`src/rtl/obps_pkg.sv`:
```
// shared types and constants of the output blink pattern sequencer
// no dependencies; used by the top level and the slot table
package obps_pkg;

    localparam int NUM_CH     = 4;
    localparam int CH_W       = 2;
    localparam int NUM_SLOTS  = 8;
    localparam int SLOT_W     = 3;
    localparam int SLOT_CNT_W = 4;
    localparam int STEP_W     = 4;
    localparam int PTR_W      = 5;
    localparam int TIME_W     = 16;
    localparam int REP_W      = 8;
    localparam int PRIO_W     = 8;
    localparam int ID_W       = 4;
    localparam int CMD_W      = 4;

    localparam int MEM_AW     = CH_W + SLOT_W + STEP_W;
    localparam int MEM_DEPTH  = 1 << MEM_AW;
    localparam int STEP_BITS  = 2 * TIME_W + REP_W;
    localparam int TABLE_N    = NUM_CH * NUM_SLOTS;

    localparam int IN_DATA_W  = 80;
    localparam int OUT_DATA_W = 16;

    localparam logic [TIME_W-1:0] TIME_MAX = '1;
    localparam logic [REP_W-1:0]  REP_MAX  = '1;

    localparam logic [CMD_W-1:0] CMD_TICK   = 4'd0;
    localparam logic [CMD_W-1:0] CMD_START  = 4'd1;
    localparam logic [CMD_W-1:0] CMD_STOP   = 4'd2;
    localparam logic [CMD_W-1:0] CMD_SET    = 4'd3;
    localparam logic [CMD_W-1:0] CMD_TEST   = 4'd4;
    localparam logic [CMD_W-1:0] CMD_ADD    = 4'd5;
    localparam logic [CMD_W-1:0] CMD_LOAD   = 4'd6;
    localparam logic [CMD_W-1:0] CMD_ON     = 4'd7;
    localparam logic [CMD_W-1:0] CMD_OFF    = 4'd8;
    localparam logic [CMD_W-1:0] CMD_TOGGLE = 4'd9;

    typedef struct packed {
        logic run;
        logic test;
        logic phase;
        logic done;
        logic level;
    } t_flags;

    typedef struct packed {
        logic [REP_W-1:0]  rep;
        logic [TIME_W-1:0] off;
        logic [TIME_W-1:0] on;
    } t_step;

    typedef struct packed {
        logic [CH_W-1:0]   ch;
        logic [ID_W-1:0]   find_id;
        logic [ID_W-1:0]   test_id;
        logic [SLOT_W-1:0] rd_cur;
        logic              add_en;
        logic              add_one;
        logic [PRIO_W-1:0] add_prio;
    } t_slot_req;

    typedef struct packed {
        logic [SLOT_CNT_W-1:0] count;
        logic                  find_hit;
        logic [SLOT_W-1:0]     find_idx;
        logic [PRIO_W-1:0]     find_prio;
        logic                  test_hit;
        logic [SLOT_W-1:0]     test_idx;
        logic [ID_W-1:0]       cur_id;
        logic                  cur_one;
        logic [PRIO_W-1:0]     cur_prio;
    } t_slot_rsp;

endpackage

```
`src/rtl/obps_slot_table.sv`:
```
// pattern slot table: ids, one-shot flags, priorities and fill counts per channel
// depends on obps_pkg
module obps_slot_table (
    input  logic               i_clk,
    input  logic               i_rst_n,
    input  obps_pkg::t_slot_req i_req,
    output obps_pkg::t_slot_rsp o_rsp
);

    logic [obps_pkg::ID_W-1:0]       r_ids  [obps_pkg::TABLE_N];
    logic                            r_one  [obps_pkg::TABLE_N];
    logic [obps_pkg::PRIO_W-1:0]     r_prio [obps_pkg::TABLE_N];
    logic [obps_pkg::SLOT_CNT_W-1:0] r_count [obps_pkg::NUM_CH];

    logic [obps_pkg::SLOT_CNT_W-1:0] cnt;
    logic [obps_pkg::CH_W+obps_pkg::SLOT_W-1:0] base;
    logic [obps_pkg::CH_W+obps_pkg::SLOT_W-1:0] cur_a;
    logic [obps_pkg::CH_W+obps_pkg::SLOT_W-1:0] add_a;

    always_comb begin
        cnt            = r_count[i_req.ch];
        o_rsp.count    = cnt;
        o_rsp.find_hit = 1'b0;
        o_rsp.find_idx = '0;
        o_rsp.test_hit = 1'b0;
        o_rsp.test_idx = '0;
        base           = '0;
        // descending so the lowest matching slot wins
        for (int i = obps_pkg::NUM_SLOTS - 1; i >= 0; i--) begin
            base = {i_req.ch, obps_pkg::SLOT_W'(i)};
            if (obps_pkg::SLOT_CNT_W'(i) < cnt && r_ids[base] == i_req.find_id) begin
                o_rsp.find_hit = 1'b1;
                o_rsp.find_idx = obps_pkg::SLOT_W'(i);
            end
            if (obps_pkg::SLOT_CNT_W'(i) < cnt && r_ids[base] == i_req.test_id) begin
                o_rsp.test_hit = 1'b1;
                o_rsp.test_idx = obps_pkg::SLOT_W'(i);
            end
        end
        o_rsp.find_prio = r_prio[{i_req.ch, o_rsp.find_idx}];
        cur_a           = {i_req.ch, i_req.rd_cur};
        o_rsp.cur_id    = r_ids[cur_a];
        o_rsp.cur_one   = r_one[cur_a];
        o_rsp.cur_prio  = r_prio[cur_a];
        add_a           = {i_req.ch, cnt[obps_pkg::SLOT_W-1:0]};
    end

    always_ff @(posedge i_clk) begin
        if (i_req.add_en) begin
            r_ids[add_a]  <= i_req.find_id;
            r_one[add_a]  <= i_req.add_one;
            r_prio[add_a] <= i_req.add_prio;
        end
    end

    always_ff @(posedge i_clk) begin
        if (!i_rst_n) begin
            for (int c = 0; c < obps_pkg::NUM_CH; c++) begin
                r_count[c] <= '0;
            end
        end else if (i_req.add_en) begin
            r_count[i_req.ch] <= cnt + obps_pkg::SLOT_CNT_W'(1);
        end
    end

endmodule
```
`config.mk`:
```
export PLATFORM = sky130hd
export DESIGN_NAME = obps_slot_table
export DESIGN_NICKNAME = d
export VERILOG_FILES = /design/src/rtl/obps_pkg.sv /design/src/rtl/obps_slot_table.sv
export SDC_FILE = /design/constraint.sdc
export NUM_CORES = 1
export LEC_CHECK = 0
export ABC_AREA = 0
export ABC_CLOCK_PERIOD_IN_PS = 4150
export BUFFER_PORTS_ARGS = -buffer_cell sky130_fd_sc_hd__buf_2
export CAP_MARGIN = 5
export CORE_AREA = 5 5 229 321
export DETAILED_ROUTE_END_ITERATION = 10
export DIE_AREA = 0 0 234 326
export GPL_TIMING_DRIVEN = 0
export MAX_ROUTING_LAYER = met4
export REMOVE_ABC_BUFFERS = 1
export SYNTH_ARGS = -nofsm -noshare
export SYNTH_HDL_FRONTEND = slang
export SYNTH_SLANG_ARGS = --single-unit
```
`constraint.sdc`:
```
create_clock -name i_clk -period 4.15 [get_ports i_clk]
set_input_delay 0.2075 -clock i_clk [delete_from_list [all_inputs] [get_ports i_clk]]
set_output_delay 0.2075 -clock i_clk [all_outputs]
set_load 0.01 [all_outputs]
```
# Yosys cells after proc, flatten, opt, wreduce, memory -nomap -nowiden
# Memory sizes are Yosys's and may differ from the RTL's.
# Cells that the tools add are included.
[totals]
ram_bits = 432
memories = 4
inputBits = 25
ff_bits = 0
wordCells = 70
out_inout_bits = 33
[classes]
muxes = 24
n_reduce_logical = 17
n_addsub = 1
eq_ne = 16
magnitude_cmp = 8
[memory_table]
columns = ["name", "depth", "width", "rd", "rd_clocked_by_memory_dff", "wr", "line", "source"]
rows = [
  ["r_prio", 32, 8, 2, 0, 1, "obps_slot_table.sv:12", "logic [obps_pkg::PRIO_W-1:0] r_prio [obps_pkg::TABLE_N];"],
  ["r_ids", 32, 4, 9, 0, 1, "obps_slot_table.sv:10", "logic [obps_pkg::ID_W-1:0] r_ids [obps_pkg::TABLE_N];"],
  ["r_one", 32, 1, 1, 0, 1, "obps_slot_table.sv:11", "logic r_one [obps_pkg::TABLE_N];"],
  ["r_count", 4, 4, 1, 0, 4, "obps_slot_table.sv:13", "logic [obps_pkg::SLOT_CNT_W-1:0] r_count [obps_pkg::NUM_CH];"],
]
[ops]
columns = ["cell", "n"]
rows = [
  ["$mux 4", 17],
  ["$eq 4x4->1", 16],
  ["$logic_and 1x1->1", 16],
  ["$lt 3x4->1 const A", 4],
  ["$lt 1x4->1 const A", 2],
  ["$lt 2x4->1 const A", 2],
  ["$mux 1", 6],
  ["$add 4x1->4 const B", 1],
  ["$reduce_or 4->1", 1],
  ["$mux 2", 1],
]

# Logic depth before layout (Yosys ltp)
# An unclocked memory read counts as a cell.
[logic_depth]
depth_word = 12
mapped_depth = 19
mapped_depth_nobuf = 13

# Worst setup path after synthesis
# Ideal clock, no wire load.
[synth_path]
path_kind = "input-to-output"
start = "input i_req[22] (netlist name)"
end = "output o_rsp[18] (netlist name)"
slack_ps = 318
path_stages = 18
path_buffers = 6
t_required_ps = 3943
arrival_time_ps = 3624
cell_sequence = "buf_2 buf_2 buf_4 clkbuf_1 mux4_2 inv_1 ha_1 a21o_1 nor3_1 nor4_2 nand2_1 inv_2 buf_2 buf_4 nand2_1 a311oi_1 a22oi_1 o211ai_1"
[synth_lines]
columns = ["item", "line", "source"]
rows = [
  ["start, declared", "obps_slot_table.sv:6", "input obps_pkg::t_slot_req i_req,"],
  ["end, declared", "obps_slot_table.sv:7", "output obps_pkg::t_slot_rsp o_rsp"],
]

==> flow_metrics.py <==
metrics = {
    "yosys": {
        "ys_seq_area_share_pct": 62.1,
        "synthXorXnorAreaFrac_pct": 2.77,
        "syn_area_mm2": 0.0209,
        "async_flop_share_pct": 0,
        "synth_edf_count": 432,
        "ys_seq_elements": 432,
        "yosys.area.top_type": "edfxtp_1",
        "synthCells": 1361,
        "syn_avg_cell_area_um2": 15.3,
        "yosys.area_share.simple_pct": 7.98,
        "netlist.area_leader.share_pct": 62.1,
        "yosys_most_used_dff": "edfxtp_1",
        "synth_cell_types": 57,
        "yosysWarnings": 0,
        "synth_compound_area_share_pct": 5.79,
        "synth_fa_ha_area_share_pct": 0.300,
        "synth_area_leaders": "edfxtp_1 (62%), mux4_2 (15%), nand2_1 (3.7%)",
        "synth.area.mux_share_pct": 18.6,
        "synth_top_family_by_area": "multiplexers",
    },
    "cts": {
        "ctsHoldBuffers": 0,
        "cts-root-buf": "clkbuf_16",
        "clkTransAtPathRegs_ns": 0.06,
        "cts.path.max_buffers": 3,
        "cts_tree": "yes",
        "clock_sinks": 432,
        "cts_htree_levels": 2,
        "clock_latency_ns": 0.55,
        "cts_made_buffers": 43,
    },
    "setup_path": {
        "crit_path_start": "r_ids[26][1]",
        "path_max_fanout": 13,
        "r2r-end": "r_ids[8][2]",
        "rrSetupSlack_ns": 1.04,
        "cp-endpoint": "o_rsp[22]",
        "r2r_start": "r_count[2][0]",
        "cp.arrival_ns": 4.02,
        "end_kind": "output port",
        "worst-endpoint-required_ns": 3.94,
        "rr_worst_depth": 7,
        "start_kind": "flip-flop",
        "path_class": "reg2out",
    },
    "detailed_routing": {
        "vias": 13900,
        "wl_met1_um": 25000,
        "top_layer": "met4",
        "wl_per_cell_um": 28.3,
        "wl_met3_um": 5460,
        "dr_wl_met2_um": 35100,
        "wirelength_um": 70100,
        "drc": 0,
        "viasPerCell": 5.62,
        "drt_pre_antenna_iters": 5,
        "drtIter0Drc": 1508,
        "antenna_left": 0,
    },
    "layout": {
        "n_fill_cell": 6596,
        "fin_cells": 2477,
        "stdcell_area_mm2": 0.0259,
        "finalNetCount": 1529,
        "syn2layout_area_growth_pct": 23.9,
        "final_common_cell": "edfxtp_1",
        "post-route-util_pct": 36.7,
        "final_cell_mix": "edfxtp_1 (432), nand2_1 (204), mux4_2 (140)",
        "drive_gt1_share_pct": 34.4,
    },
    "timing": {
        "rsz0062_at_grt": "yes",
        "finalCriticalPeriod_ns": 4.23,
        "hold_viol": 0,
        "setup_viol": 7,
        "whs_ns": 0.142,
        "drv_slew": 0,
        "worst_slack_ns": -0.0768,
        "period_share_pct": 102,
        "clock_skew_ns": 0.0166,
        "worstMarginPinSlew_ns": 1.11,
        "relSlewSlack_pct": 26.0,
        "fmax_ghz": 0.237,
        "setup_tns_ns": -0.367,
    },
    "pwr": {
        "cellPowerDensity_mw_per_mm2": 399,
        "ir_worst_vdd_mv": 0.274,
        "power_mw": 10.3,
        "p_leak_nw": 8.45,
    },
    "grt": {
        "grt_max_degree": 72,
        "grt_pass1_vias": 14400,
        "antenna_found_initial": 2,
        "grt_pass1_wl_um": 98500,
        "grtUsageTotal_pct": 18.1,
        "grt_overflow_total": 0,
    },
    "placed_design": {
        "io_buffers": 57,
        "dp_slack_ns": -2.39,
        "place_area_mm2": 0.0229,
        "place_congestion": 0.843,
        "hpwl_um": 43500,
        "dp_cells": 2314,
    },
    "die": {
        "fp.dieW_um": 234,
        "num_rows": 116,
        "die_h_um": 326,
        "pin_count": 58,
        "start_util_pct": 29.6,
        "core_area_mm2": 0.0705,
        "die-area_mm2": 0.0763,
    },
    "run_status": {
        "failed_checks": "negative setup slack",
        "outcome": "complete, but fails checks",
    },
    "run": {
        "drv_cap": 0,
    },
    "hold_path": {
        "hp-class": "in2reg",
    },
}
==> power breakdown <==
part	total, mW	internal [mW]	switching (mW)
clock network	3.75	2.11	1.65
registers	4.88	4.86	0.0209
logic	1.69	0.693	1.00
==> cells by family after synthesis <==
group                    after synthesis
flip-flops                           432
AND/OR/NAND/NOR                      372
multiplexers                         212
AO/OA/AOI/OAI                        165
buffers and inverters                109
XOR/XNOR                              66
adder cells (fa/ha/maj)                5
==> layer usage <==
| metal | global-route usage [%] | vias up |
|---|---|---|
| met4 | 9.38 | 0 |
| met3 | 3.09 | 255 |
| met2 | 30.2 | 823 |
| met5 | - | - |
| met1 | 21.0 | 7151 |
| li1 | - | 5704 |
==> registers in the layout (all words and copies together), names as in the netlist <==
| register | flops |
|---|---|
| r_count | 16 |
| r_prio | 256 |
| r_ids | 128 |
| r_one | 32 |
==> cell usage after synthesis (3+ instances only) <==
library cell,number
a2111oi_0,14
a21boi_0,14
a21oi_1,22
a22oi_1,7
a311oi_1,14
a31oi_1,17
a32oi_1,24
and2_1,5
buf_1,15
buf_2,18
buf_4,7
buf_6,5
clkbuf_1,49
edfxtp_1,432
ha_1,5
inv_1,10
inv_2,3
mux2i_1,72
mux4_2,140
nand2_1,208
nand2b_1,5
nand3_1,46
nand4_1,7
nor2_1,40
nor3_1,22
nor4_1,4
o211ai_1,7
o21ai_0,5
o22ai_1,26
or2_2,15
or3_1,4
xnor2_1,49
xor2_1,17
==> area by class of cell <==
class | count | area, µm² | share of cell area [%]
well taps | 944 | 1180 | 4.56
flip-flops and latches | 432 | 13000 | 50.1
multi-input cells | 822 | 8200 | 31.7
diodes | 2 | 5.00 | 0.0193
inverters | 13 | 93.8 | 0.363
repair inverters | 5 | 56.3 | 0.218
repair buffers | 182 | 2050 | 7.92
clock inverters | 20 | 148 | 0.571
clock buffers | 57 | 1170 | 4.53
==> critical path, stage by stage (launching register included) <==
cell       delay (ns)
edfxtp_1         0.40
mux4_2           0.57
xor2_1           0.17
a21o_1           0.21
or3_4            0.43
o211a_1          0.18
a21oi_4          0.20
buf_6            0.20
bufbuf_16        0.32
nand2_1          0.08
a32oi_2          0.18
a22oi_2          0.12
o211ai_1         0.20
buf_2            0.21
==> worst min-delay path by stage <==
stage / end / start / depth (start not counted)
floorplan: r_ids[0][0] / i_req[17] / 0
global placement: r_count[3][0] / i_rst_n / 3
detailed placement: r_count[3][0] / i_rst_n / 3
CTS: r_count[3][0] / i_rst_n / 3
global route: r_prio[9][6] / i_req[6] / 1
finish: r_one[29] / i_req[8] / 1
==> repair_timing <==
action                     in CTS  in global routing
hold endpoints to repair        0                  0
gates cloned                    9                  3
pin swaps                      49                 42
setup buffers                  63                  9
resized for setup              89                 69
setup endpoints to repair      11                  8
No activity file was read; power rests on OpenSTA's default activity.
