### src/rtl/obps_ram.sv
// generic single write port, single read port ram with registered read
// no dependencies
module obps_ram #(
    parameter int WIDTH = 8,
    parameter int DEPTH = 16
) (
    input  logic                     i_clk,
    input  logic                     i_we,
    input  logic [$clog2(DEPTH)-1:0] i_waddr,
    input  logic [WIDTH-1:0]         i_wdata,
    input  logic                     i_re,
    input  logic [$clog2(DEPTH)-1:0] i_raddr,
    output logic [WIDTH-1:0]         o_rdata
);

    logic [WIDTH-1:0] r_mem [DEPTH];
    logic [WIDTH-1:0] r_rdata;

    always_ff @(posedge i_clk) begin
        if (i_we) begin
            r_mem[i_waddr] <= i_wdata;
        end
        if (i_re) begin
            r_rdata <= r_mem[i_raddr];
        end
    end

    assign o_rdata = r_rdata;

endmodule

### config.mk
export PLATFORM = sky130hd
export DESIGN_NAME = obps_ram
export DESIGN_NICKNAME = d
export VERILOG_FILES = /design/src/rtl/obps_ram.sv
export SDC_FILE = /design/constraint.sdc
export NUM_CORES = 1
export LEC_CHECK = 0
export CAP_MARGIN = 20
export CORE_MARGIN = 5
export CORE_UTILIZATION = 62
export DETAILED_ROUTE_END_ITERATION = 16
export DONT_BUFFER_PORTS = 1
export PLACE_DENSITY = 0.88
export SYNTH_ARGS = -nofsm -noshare
export SYNTH_HDL_FRONTEND = slang
export SYNTH_SLANG_ARGS = --single-unit
export TNS_END_PERCENT = 30
### constraint.sdc
create_clock -name i_clk -period 2.28 [get_ports i_clk]
set_input_delay 0.456 -clock i_clk [delete_from_list [all_inputs] [get_ports i_clk]]
set_output_delay 0.456 -clock i_clk [all_outputs]
set_load 0.1 [all_outputs]
## Yosys cells after proc, flatten, opt, wreduce, memory -nomap -nowiden

Memories as Yosys holds them, arrays and structs flattened. A register that Yosys moved wholly into a read port is not among the register bits.
Index checks and enable logic that the tools add are counted.

| storage, ports and cells | value |
|---|---|
| bits in writable memories | 128 |
| bits of input ports | 19 |
| flip-flop bits (word level) | 0 |
| logic and storage cells | 3 |
| output and inout bits | 8 |
| memories kept | 1 |

| operators by class | value |
|---|---|
| muxes and demuxes | 2 |

Memory list:

| memory | depth | bits a word | rd ports | clocked after memory_dff | write ports | line | RTL |
|---|---|---|---|---|---|---|---|
| r_mem | 16 | 8 | 1 | 1 | 1 | 16 | `logic [WIDTH-1:0] r_mem [DEPTH];` |

Operator list:

| operator | number |
|---|---|
| 1-bit 2-to-1 mux | 2 |

## Logic depth before layout (Yosys ltp)

Gate-level depths: netlist (run 1).

| depth | value |
|---|---|
| depth in word-level cells | 2 |
| gate-level depth with buffers | 5 |

## Worst setup path after synthesis (run 1)

No wires, ideal clock.

| timing | value |
|---|---|
| path type | input -> register |
| start | input i_waddr[2] |
| end | memory r_mem[0][0] (enable) |
| required time | 1897 ps |
| stages | 2 |
| slack | 331 ps |
| data arrival time | 1566 ps |
| buffers on the path | 0 |
| cell sequence | or3b_2 nor3_1 |

RTL lines:

| what | line | RTL |
|---|---|---|
| start: declaration | 9 | `input logic [$clog2(DEPTH)-1:0] i_waddr,` |
| end: declaration | 16 |  |

Straight into the memory's write port.

## Final worst setup path (run 1)

| timing | value |
|---|---|
| start | register r_rdata[7], in the netlist o_rdata[7], read port of r_mem |
| end | output o_rdata[7] |

RTL lines:

| what | line | RTL |
|---|---|---|
| start: declaration | 17 | `logic [WIDTH-1:0] r_rdata;` |
| end: declaration | 13 | `output logic [WIDTH-1:0] o_rdata` |

No word-level cell between the ends.

==> results of run 1 <==
[logic make-up (layout without fill, tap and decap cells)]
family                 count (synthesis)  count (layout)  synth area share
DFF                                  136             136             0.781
buffers and inverters                 10              65            0.0165
AOI/OAI and AO/OA                     16              16            0.0230
and+or+nand+nor                       35              35            0.0314
muxes                                 32              32             0.148
[registers in the layout, indices dropped and copies added, names as in the netlist]
| signal | count |
|---|---|
| o_rdata | 8 |
| r_mem | 128 |
[cell usage after synthesis (all sizes together)]
cell / number / share of area
nor3: 4 / 0.0038
buf: 7 / 0.011
nor2b: 1 / 0.0012
nor2: 13 / 0.0093
edfxtp: 136 / 0.78
nand2: 9 / 0.0065
and2: 1 / 0.0012
nand3: 1 / 0.00096
or3b: 1 / 0.0017
nand3b: 2 / 0.0029
clkdlybuf4s25: 3 / 0.0057
mux4: 32 / 0.15
a22oi: 16 / 0.023
and2b: 1 / 0.0014
nand2b: 2 / 0.0024
[worst min-delay path by stage]
| stage | cells past startpoint | slack [ns] | to | startpoint |
|---|---|---|---|---|
| floorplan | 0 | 0.55 | r_mem[0][0]$_DFFE_PP_ | i_wdata[0] |
| global placement | 0 | 0.56 | r_mem[12][3]$_DFFE_PP_ | i_wdata[3] |
| detailed placement | 0 | 0.56 | r_mem[13][3]$_DFFE_PP_ | i_wdata[3] |
| CTS | 0 | 0.01 | r_mem[11][3]$_DFFE_PP_ | i_wdata[3] |
| global route | 0 | -0.004 | r_mem[1][0]$_DFFE_PP_ | i_wdata[0] |
| finish | 0 | 0.03 | r_mem[6][5]$_DFFE_PP_ | i_wdata[5] |
[per-layer routing]
metal | routed length [µm] | vias to the layer above | share of wire | global-route usage
met2 | 5670 | 171 | 0.51 | 0.348
met3 | 1070 | 19 | 0.096 | 0.0758
met4 | 181 | 0 | 0.016 | 0.0696
li1 | - | 1067 | - | -
met5 | 0 | - | 0 | 0
met1 | 4220 | 1329 | 0.38 | 0.323
[repair_timing]
item,4_1_cts,5_1_grt
gates resized for setup,0,0
endpoints found under the hold margin,0,34
hold buffers,0,10
[power breakdown]
part / switching [W] / internal [W]
Combinational: 0.000176 / 0.000111
Clock: 0.000999 / 0.00199
Sequential: 0.0000177 / 0.00282
[layout make-up]
| type | instances | area, µm² |
|---|---|---|
| multi-input cells | 83 | 1060 |
| repair buffers | 34 | 280 |
| fillers | 407 | 2020 |
| flip-flops and latches | 136 | 4080 |
| clock buffers | 19 | 422 |
| clock inverters | 12 | 225 |
| well taps | 105 | 131 |
[metrics by stage]
stage | hold WS (ns) | util | total power [W]
floorplan | 0.555 | - | 0.00311
global placement | 0.556 | 0.664 | 0.00314
detailed placement | 0.556 | 0.664 | 0.00315
CTS | 0.00957 | 0.742 | 0.00611
global route | -0.00352 | 0.755 | 0.00628
finish | 0.0275 | 0.755 | 0.00611
[worst reg2reg max path: stages, from the launching register on]
cell and delay [ns]:
edfxtp_1 0.39, mux4_2 0.49, a22oi_1 0.29, nand2_1 0.17
==> flow_summary.json, run 1 <==
{
  "gp_congestion": 0.767,
  "p_leak_nw": 2.08,
  "die_x_um": 102,
  "port_buffers": 0,
  "h-tree-depth": 4,
  "ff2ff_setup_slack_ns": 0.68,
  "drt_iter0_drc": 330,
  "ant_nets": 0,
  "hpwlAfterDp_um": 6060,
  "grt_usage": 0.228,
  "rr_worst_depth": 3,
  "postLayoutSetupSlackWorst_ns": 0.633,
  "p_per_area_mw_per_mm2": 986,
  "path_class": "flip-flop to output pin",
  "drive_above_1_share": 0.254,
  "drt-total-wl_um": 11100,
  "area_delta_synth_final_pct": 18.6,
  "crit_chain": "buf_4",
  "setup_viol": 0,
  "pin_count": 27,
  "grt_pass1_wl_um": 15900,
  "avgSynthCellArea_um2": 22.8,
  "clk_pin_slew_ns": 0.06,
  "slowest_stage": "edfxtp_1",
  "die_area_mm2": 0.0104,
  "crit_start": "o_rdata[7]$_DFFE_PP_",
  "clockRootBuffer": "clkbuf_8",
  "drcViolationCount": 0,
  "cts_buffers": 17,
  "cp_top_family": "flip-flops",
  "synth_seq_area_share": 0.781,
  "nets": 291,
  "final_cell_mix": "edfxtp_1, buf_4, mux4_2, a22oi_1, clkbuf_16",
  "crit_path_end": "o_rdata[7]",
  "hold_viol_final": 0,
  "r2r-start": "r_mem[3][6]$_DFFE_PP_",
  "antenna_found_initial": 0,
  "yosys_warnings": 0,
  "wire_per_inst_um": 28.6,
  "fin_area_mm2": 0.00620,
  "grt.overflow.total": 0,
  "dp_slack_ns": 0.584,
  "start_util": 0.636,
  "min_period_ns": 1.65,
  "grt_max_degree": 33,
  "clk_path_buf_depth": 2,
  "cts_tree": "built",
  "fp.dieH_um": 102,
  "cp-end-kind": "output pin",
  "period_share": 0.722,
  "num_vias": 2586,
  "cp.required_ns": 1.82,
  "worstSetupStartpointType": "flip-flop",
  "n_antenna_cell": 0,
  "dpl.cell_count": 348,
  "syn-instance-count": 229,
  "synth-seq-cells": 136,
  "final_common_cell": "edfxtp_1",
  "syn_nets": 248,
  "status": "completed",
  "fin_tns_setup_ns": 0,
  "critPathBufInv": 1,
  "crit_cells": 1,
  "rsz0062_at_grt": "false",
  "tightestPinTransition_ns": 0.727,
  "hold_class": "input port to flip-flop",
  "firstDrtPassIters": 5,
  "post_cts_buffers": 0,
  "r2r-end": "o_rdata[6]$_DFFE_PP_",
  "clkLatencyLatePin_ns": 0.52,
  "worstPathMaxFanout": 1,
  "viasPerCell": 6.65,
  "post_layout_nonfiller_instances": 389,
  "maxCapViolCount": 0,
  "rows": 33,
  "ir_drop_mv": 0.713,
  "slowest_delay_ns": 0.36,
  "drv_slew": 0,
  "crit_arrival_ns": 1.19,
  "max_slew_margin": 0.514,
  "synth_cell_type_count": 18,
  "grt_pass1_vias": 2518,
  "clock_skew_ns": 0.00726,
  "netlist_area_mm2": 0.00523,
  "placed_area_mm2": 0.00545,
  "fmax_mhz": 607,
  "coreArea_mm2": 0.00822,
  "clock-sinks": 136
}
Note: power is estimated with default switching activity, not from simulation.
==> inputs of run 2 (changes only) <==
--- a/config.mk
+++ b/config.mk
@@ -7,10 +7,10 @@
 export LEC_CHECK = 0
 export CAP_MARGIN = 20
 export CORE_MARGIN = 5
-export CORE_UTILIZATION = 62
+export CORE_UTILIZATION = 56
 export DETAILED_ROUTE_END_ITERATION = 16
 export DONT_BUFFER_PORTS = 1
-export PLACE_DENSITY = 0.88
+export PLACE_DENSITY = 0.84
 export SYNTH_ARGS = -nofsm -noshare
 export SYNTH_HDL_FRONTEND = slang
 export SYNTH_SLANG_ARGS = --single-unit
==> constraint.sdc (replaced) <==
create_clock -name i_clk -period 1.5 [get_ports i_clk]
set_input_delay 0.3 -clock i_clk [delete_from_list [all_inputs] [get_ports i_clk]]
set_output_delay 0.3 -clock i_clk [all_outputs]
set_load 0.1 [all_outputs]
==> run 2 against run 1 <==
Compared with the run above:
- global-route usage shrank 3.4 points
- sequential cell count stayed put
- final area shrank 1.0%
- non-clock buffer count fell by 1
- clock skew grew 0.00062 ns
- via count is 6.1% lower
==> flow_summary.json, run 2 (same netlist as run 1, synthesis figures left out) <==
{
  "r2r-end": "o_rdata[4]$_DFFE_PP_",
  "clk_path_buf_depth": 2,
  "coreArea_mm2": 0.00915,
  "final_util": 0.671,
  "power.net_switching_w": 0.00176,
  "gp_congestion": 0.764,
  "port_buffers": 0,
  "grt_pass1_vias": 2630,
  "worstPathMaxFanout": 1,
  "status": "completed",
  "die_area_mm2": 0.0114,
  "ant_nets": 0,
  "hold_depth": 2,
  "wire_per_inst_um": 25.3,
  "cts_buffers": 17,
  "netSwitchingFraction": 0.198,
  "die_x_um": 107,
  "fp.dieH_um": 107,
  "fin_area_mm2": 0.00614,
  "cts_tree": "built",
  "rsz0062_at_grt": "true",
  "clockRootBuffer": "clkbuf_8",
  "dpl.cell_count": 354,
  "start_util": 0.571,
  "combPwrFrac": 0.055,
  "hold_viol_final": 0,
  "max_slew_margin": 0.418,
  "clk_pin_slew_ns": 0.06,
  "fmax_mhz": 668,
  "setup_viol": 0,
  "cp-end-kind": "flip-flop",
  "maxCapViolCount": 0,
  "area_delta_synth_final_pct": 17.4,
  "p_leak_nw": 2.01,
  "drv_slew": 0,
  "crit_arrival_ns": 1.74,
  "pin_count": 27,
  "clkLatencyLatePin_ns": 0.51,
  "max_flop_register": "r_mem",
  "intPower_w": 0.00713,
  "drive_above_1_share": 0.311,
  "final_cell_mix": "edfxtp_1, mux4_2, buf_4, clkbuf_16, nor2_1",
  "clock_skew_ns": 0.00788,
  "grt.overflow.total": 0,
  "num_vias": 2428,
  "grt_max_degree": 33,
  "final_common_cell": "edfxtp_1",
  "firstDrtPassIters": 4,
  "ff2ff_setup_slack_ns": 0.004,
  "p_seq_frac": 0.485,
  "ir_drop_mv": 0.965,
  "post_layout_nonfiller_instances": 394,
  "holdWs_ns": 0.153,
  "drcViolationCount": 0,
  "r2r-start": "r_mem[2][4]$_DFFE_PP_",
  "h-tree-depth": 4,
  "largest_reg_flops": 128,
  "grt_pass1_wl_um": 15500,
  "rr_worst_depth": 3,
  "tightestPinTransition_ns": 0.872,
  "viasPerCell": 6.16,
  "fillers": 545,
  "drt_iter0_drc": 222,
  "hp-start": "i_waddr[1]",
  "hold_class": "input port to flip-flop",
  "clockPowerShare": 0.460,
  "hpwlAfterDp_um": 5870,
  "period_share": 0.998,
  "n_antenna_cell": 0,
  "grt_usage": 0.195,
  "nets": 290,
  "placed_area_mm2": 0.00542,
  "clock-sinks": 136,
  "drt-total-wl_um": 9980,
  "path_class": "flip-flop to flip-flop",
  "cp.required_ns": 1.74,
  "p_per_area_mw_per_mm2": 1450,
  "min_period_ns": 1.50,
  "rows": 35,
  "worstSetupStartpointType": "flip-flop",
  "min_to": "r_mem[0][1]$_DFFE_PP_",
  "antenna_found_initial": 0
}
-- run 2: cell count changes in the layout (fill, tap and decap cells not counted), sizes merged --
| cell | delta |
|---|---|
| clkbuf | +1 |
| clkinv | +3 |
| dlygate4sd3 | -1 |
| bufinv | -2 |
| clkinvlp | -2 |
-- run 2: cell type report --
class	instances	area, µm²	share of cell area
flip-flops and latches	136	4080	0.665
multi-input cells	83	1060	0.172
well taps	111	139	0.0226
clock buffers	20	425	0.0693
repair buffers	33	278	0.0453
clock inverters	11	155	0.0253
-- run 2: how the worst max path moves through the flow --
stage                          startpoint                    end  cells past startpoint
finish              r_mem[2][4]$_DFFE_PP_   o_rdata[4]$_DFFE_PP_                      3
global route         o_rdata[5]$_DFFE_PP_             o_rdata[5]                      1
CTS                  o_rdata[5]$_DFFE_PP_             o_rdata[5]                      1
detailed placement  r_mem[3][2]$_DFFE_PP_   o_rdata[2]$_DFFE_PP_                      3
global placement    r_mem[7][4]$_DFFE_PP_   o_rdata[4]$_DFFE_PP_                      3
floorplan                      i_waddr[2]  r_mem[3][0]$_DFFE_PP_                      2
-- run 2: timing repair --
item,4_1_cts,5_1_grt
hold endpoints to repair,136,0
hold buffers,9,0
buffers inserted,0,0
resized for setup,5,4
pin swaps,0,0
setup endpoints to repair,5,5
-- run 2: per-layer routing --
layer  up-vias  track usage  part of all wire
met4         0       0.0849             0.017
met1      1268        0.255              0.40
met3        16       0.0572             0.073
li1       1054            -                 -
met2        90        0.306              0.51
met5         -            0                 0
-- run 2: power by group through the flow --
stage / Sequential [W] / Combinational [W] / Clock, W
after floorplan: 0.00451 / 0.000234 / 0
after global placement: 0.00438 / 0.000392 / 0
after detailed placement: 0.00439 / 0.000401 / 0
after CTS: 0.00431 / 0.000485 / 0.00412
after global routing: 0.00432 / 0.000511 / 0.00431
final: 0.00431 / 0.000486 / 0.00409
-- run 2: metrics by stage --
step	setup slack (ns)	setup TNS (ns)	power [W]
after detailed placement	0.00578	0	0.00479
after CTS	-0.0285	-0.0285	0.00892
after floorplan	-0.0661	-2.06	0.00475
final	0.00365	0	0.00889
after global placement	0.0499	0	0.00477
after global routing	-0.0295	-0.0295	0.00914
-- run 2: worst max-delay path: stages (launching register included) --
cell and delay [ns]:
edfxtp_1 0.39, mux4_2 0.50, a22oi_2 0.21, nand2_1 0.12
==> inputs of run 3 (changes only) <==
--- a/config.mk
+++ b/config.mk
@@ -5,12 +5,13 @@
 export SDC_FILE = /design/constraint.sdc
 export NUM_CORES = 1
 export LEC_CHECK = 0
+export ABC_AREA = 1
 export CAP_MARGIN = 20
-export CORE_MARGIN = 5
-export CORE_UTILIZATION = 56
+export CORE_MARGIN = 2
+export CORE_UTILIZATION = 57
 export DETAILED_ROUTE_END_ITERATION = 16
 export DONT_BUFFER_PORTS = 1
-export PLACE_DENSITY = 0.84
+export PLACE_DENSITY = 0.85
 export SYNTH_ARGS = -nofsm -noshare
 export SYNTH_HDL_FRONTEND = slang
 export SYNTH_SLANG_ARGS = --single-unit
==> run 3 against run 2 <==
Compared with the run above:
- sequential cell count is the same
- critical path depth shrank 2
- maximum frequency grew 1.5%
- critical endpoint is now o_rdata[0]
- synthesized cell count grew 140%
- largest power group unchanged
- critical path type is now flip-flop to output pin
- highest routed layer unchanged
- setup slack gained 0.023 ns
==> flow_summary.json, run 3 <==
{
  "clk_path_buf_depth": 2,
  "fmax_mhz": 679,
  "cp-end-kind": "output pin",
  "h-tree-depth": 4,
  "hold_depth": 2,
  "fp.dieH_um": 105,
  "die_area_mm2": 0.0111,
  "maxUsedRoutingLayer": "met4",
  "cp.required_ns": 1.20,
  "ant_nets": 0,
  "cp_top_family": "flip-flops",
  "rr_worst_depth": 6,
  "crit_arrival_ns": 1.17,
  "worstSetupStartpointType": "flip-flop",
  "clockRootBuffer": "clkbuf_8",
  "p_per_area_mw_per_mm2": 1340,
  "avgSynthCellArea_um2": 10.6,
  "largest_reg_flops": 128,
  "critPathBufInv": 1,
  "die_x_um": 105,
  "area_delta_synth_final_pct": 16.5,
  "drt-met1-wl_um": 5220,
  "synth_seq_area_share": 0.698,
  "max_slew_margin": 0.460,
  "clk_pin_slew_ns": 0.06,
  "hold_class": "input port to flip-flop",
  "coreArea_mm2": 0.00986,
  "synth_most_common_cell": "nand2_1",
  "clkLatencyLatePin_ns": 0.52,
  "nets": 603,
  "grt_pass1_wl_um": 21400,
  "hold_viol_final": 0,
  "path_class": "flip-flop to output pin",
  "min_period_ns": 1.47,
  "r2r-end": "o_rdata[3]$_DFFE_PP_",
  "final_cell_mix": "nand2_1, edfxtp_1, inv_1, nand3_1, buf_4",
  "maxCapViolCount": 0,
  "drv_slew": 0,
  "max_flop_register": "r_mem",
  "ff2ff_setup_slack_ns": 0.28,
  "viasPerCell": 5.65,
  "p_leak_nw": 2.92,
  "post_cts_buffers": 0,
  "crit_cells": 1,
  "fin_tns_setup_ns": 0,
  "crit_chain": "buf_6",
  "n_antenna_cell": 0,
  "synth-seq-cells": 136,
  "num_vias": 4117,
  "wl_met3_um": 1280,
  "grt_pass1_vias": 4095,
  "grt_usage": 0.260,
  "antenna_found_initial": 0,
  "start_util": 0.593,
  "tightestPinTransition_ns": 0.807,
  "synth_cell_type_count": 11,
  "slowest_stage": "edfxtp_1",
  "async_reset_ff_frac": 0,
  "syn-instance-count": 551,
  "synth_flop_cell": "edfxtp_1",
  "gp_congestion": 0.892,
  "setup_viol": 0,
  "drive_above_1_share": 0.0973,
  "hpwlAfterDp_um": 8050,
  "status": "completed",
  "rows": 36,
  "ys_top_cells_by_area": "edfxtp_1, nand2_1, nand3_1",
  "clock-sinks": 136,
  "grt.overflow.total": 0,
  "min_to": "o_rdata[0]$_DFFE_PP_",
  "met2WireLength_um": 7040,
  "grt_max_degree": 66,
  "slowest_delay_ns": 0.44,
  "hp-start": "i_raddr[3]",
  "period_share": 0.982,
  "drt-total-wl_um": 14000,
  "holdWs_ns": 0.0112,
  "clock_skew_ns": 0.00849,
  "synth-edff-count": 136,
  "r2r-start": "r_mem[15][3]$_DFFE_PP_",
  "worstPathMaxFanout": 1,
  "netlist_area_mm2": 0.00585,
  "syn_nets": 570,
  "rsz0062_at_grt": "false",
  "pin_count": 27,
  "final_common_cell": "nand2_1",
  "port_buffers": 0,
  "drt_iter0_drc": 460,
  "synth.largest_area_cell": "edfxtp_1",
  "yosys_warnings": 0,
  "synth_common_cells": "nand2_1, edfxtp_1, inv_1",
  "wire_per_inst_um": 19.2,
  "ir_drop_mv": 0.839,
  "firstDrtPassIters": 6,
  "cts_buffers": 17,
  "drcViolationCount": 0,
  "netlist.area_leader.share": 0.698,
  "cts_tree": "built"
}
[run 3: report_power, final]
part	leakage [nW]	switching [W]	internal, W
Combinational	1.40	0.000444	0.000174
Clock	0.286	0.00152	0.00268
Sequential	1.24	0.0000328	0.00428
Total	2.92	0.00200	0.00714
[run 3: stage by stage]
step	util	power, W	instance area, µm²	setup WS (ns)	cells
floorplan	-	0.00481	5850	0.249	551
global placement	0.618	0.00488	6090	0.223	688
detailed placement	0.618	0.00490	6090	0.179	688
CTS	0.690	0.00912	6800	0.00413	729
global route	0.690	0.00935	6810	0.000488	729
finish	0.690	0.00913	6810	0.0263	729
[run 3: what timing repair did]
action,in CTS,in global routing
hold buffers,10,0
pin swaps,0,0
resized for setup,3,2
endpoints found under the setup margin,3,2
hold endpoints to repair,138,0
[run 3: per-layer routing]
metal / global-route usage / up-vias
met2: 0.439 / 251
met5: 0 / -
li1: - / 1847
met3: 0.0482 / 46
met1: 0.336 / 1973
met4: 0.102 / 0
[run 3: cells by family (layout without fill, tap and decap cells)]
| family | after synthesis | after routing | share of synthesized area |
|---|---|---|---|
| simple gates | 289 | 289 | 0.208 |
| flops | 136 | 136 | 0.698 |
| buf+inv | 126 | 171 | 0.0939 |
[run 3: how the worst max path moves through the flow]
stage                                     from                     end  slack (ns)
after floorplan                     i_waddr[2]  r_mem[10][0]$_DFFE_PP_        0.25
after CTS                 o_rdata[1]$_DFFE_PP_              o_rdata[1]       0.004
after detailed placement            i_raddr[0]    o_rdata[5]$_DFFE_PP_        0.18
after global routing      o_rdata[4]$_DFFE_PP_              o_rdata[4]      0.0005
final                     o_rdata[0]$_DFFE_PP_              o_rdata[0]        0.03
after global placement              i_raddr[0]    o_rdata[2]$_DFFE_PP_        0.22
[run 3: cell type report]
class / count / area (µm²)
clock buffer: 18 / 418
multi-input combinational: 289 / 1210
timing repair buffer: 38 / 367
sequential: 136 / 4080
inverter: 102 / 383
fill: 624 / 3050
tap: 133 / 166
clock inverter: 13 / 179
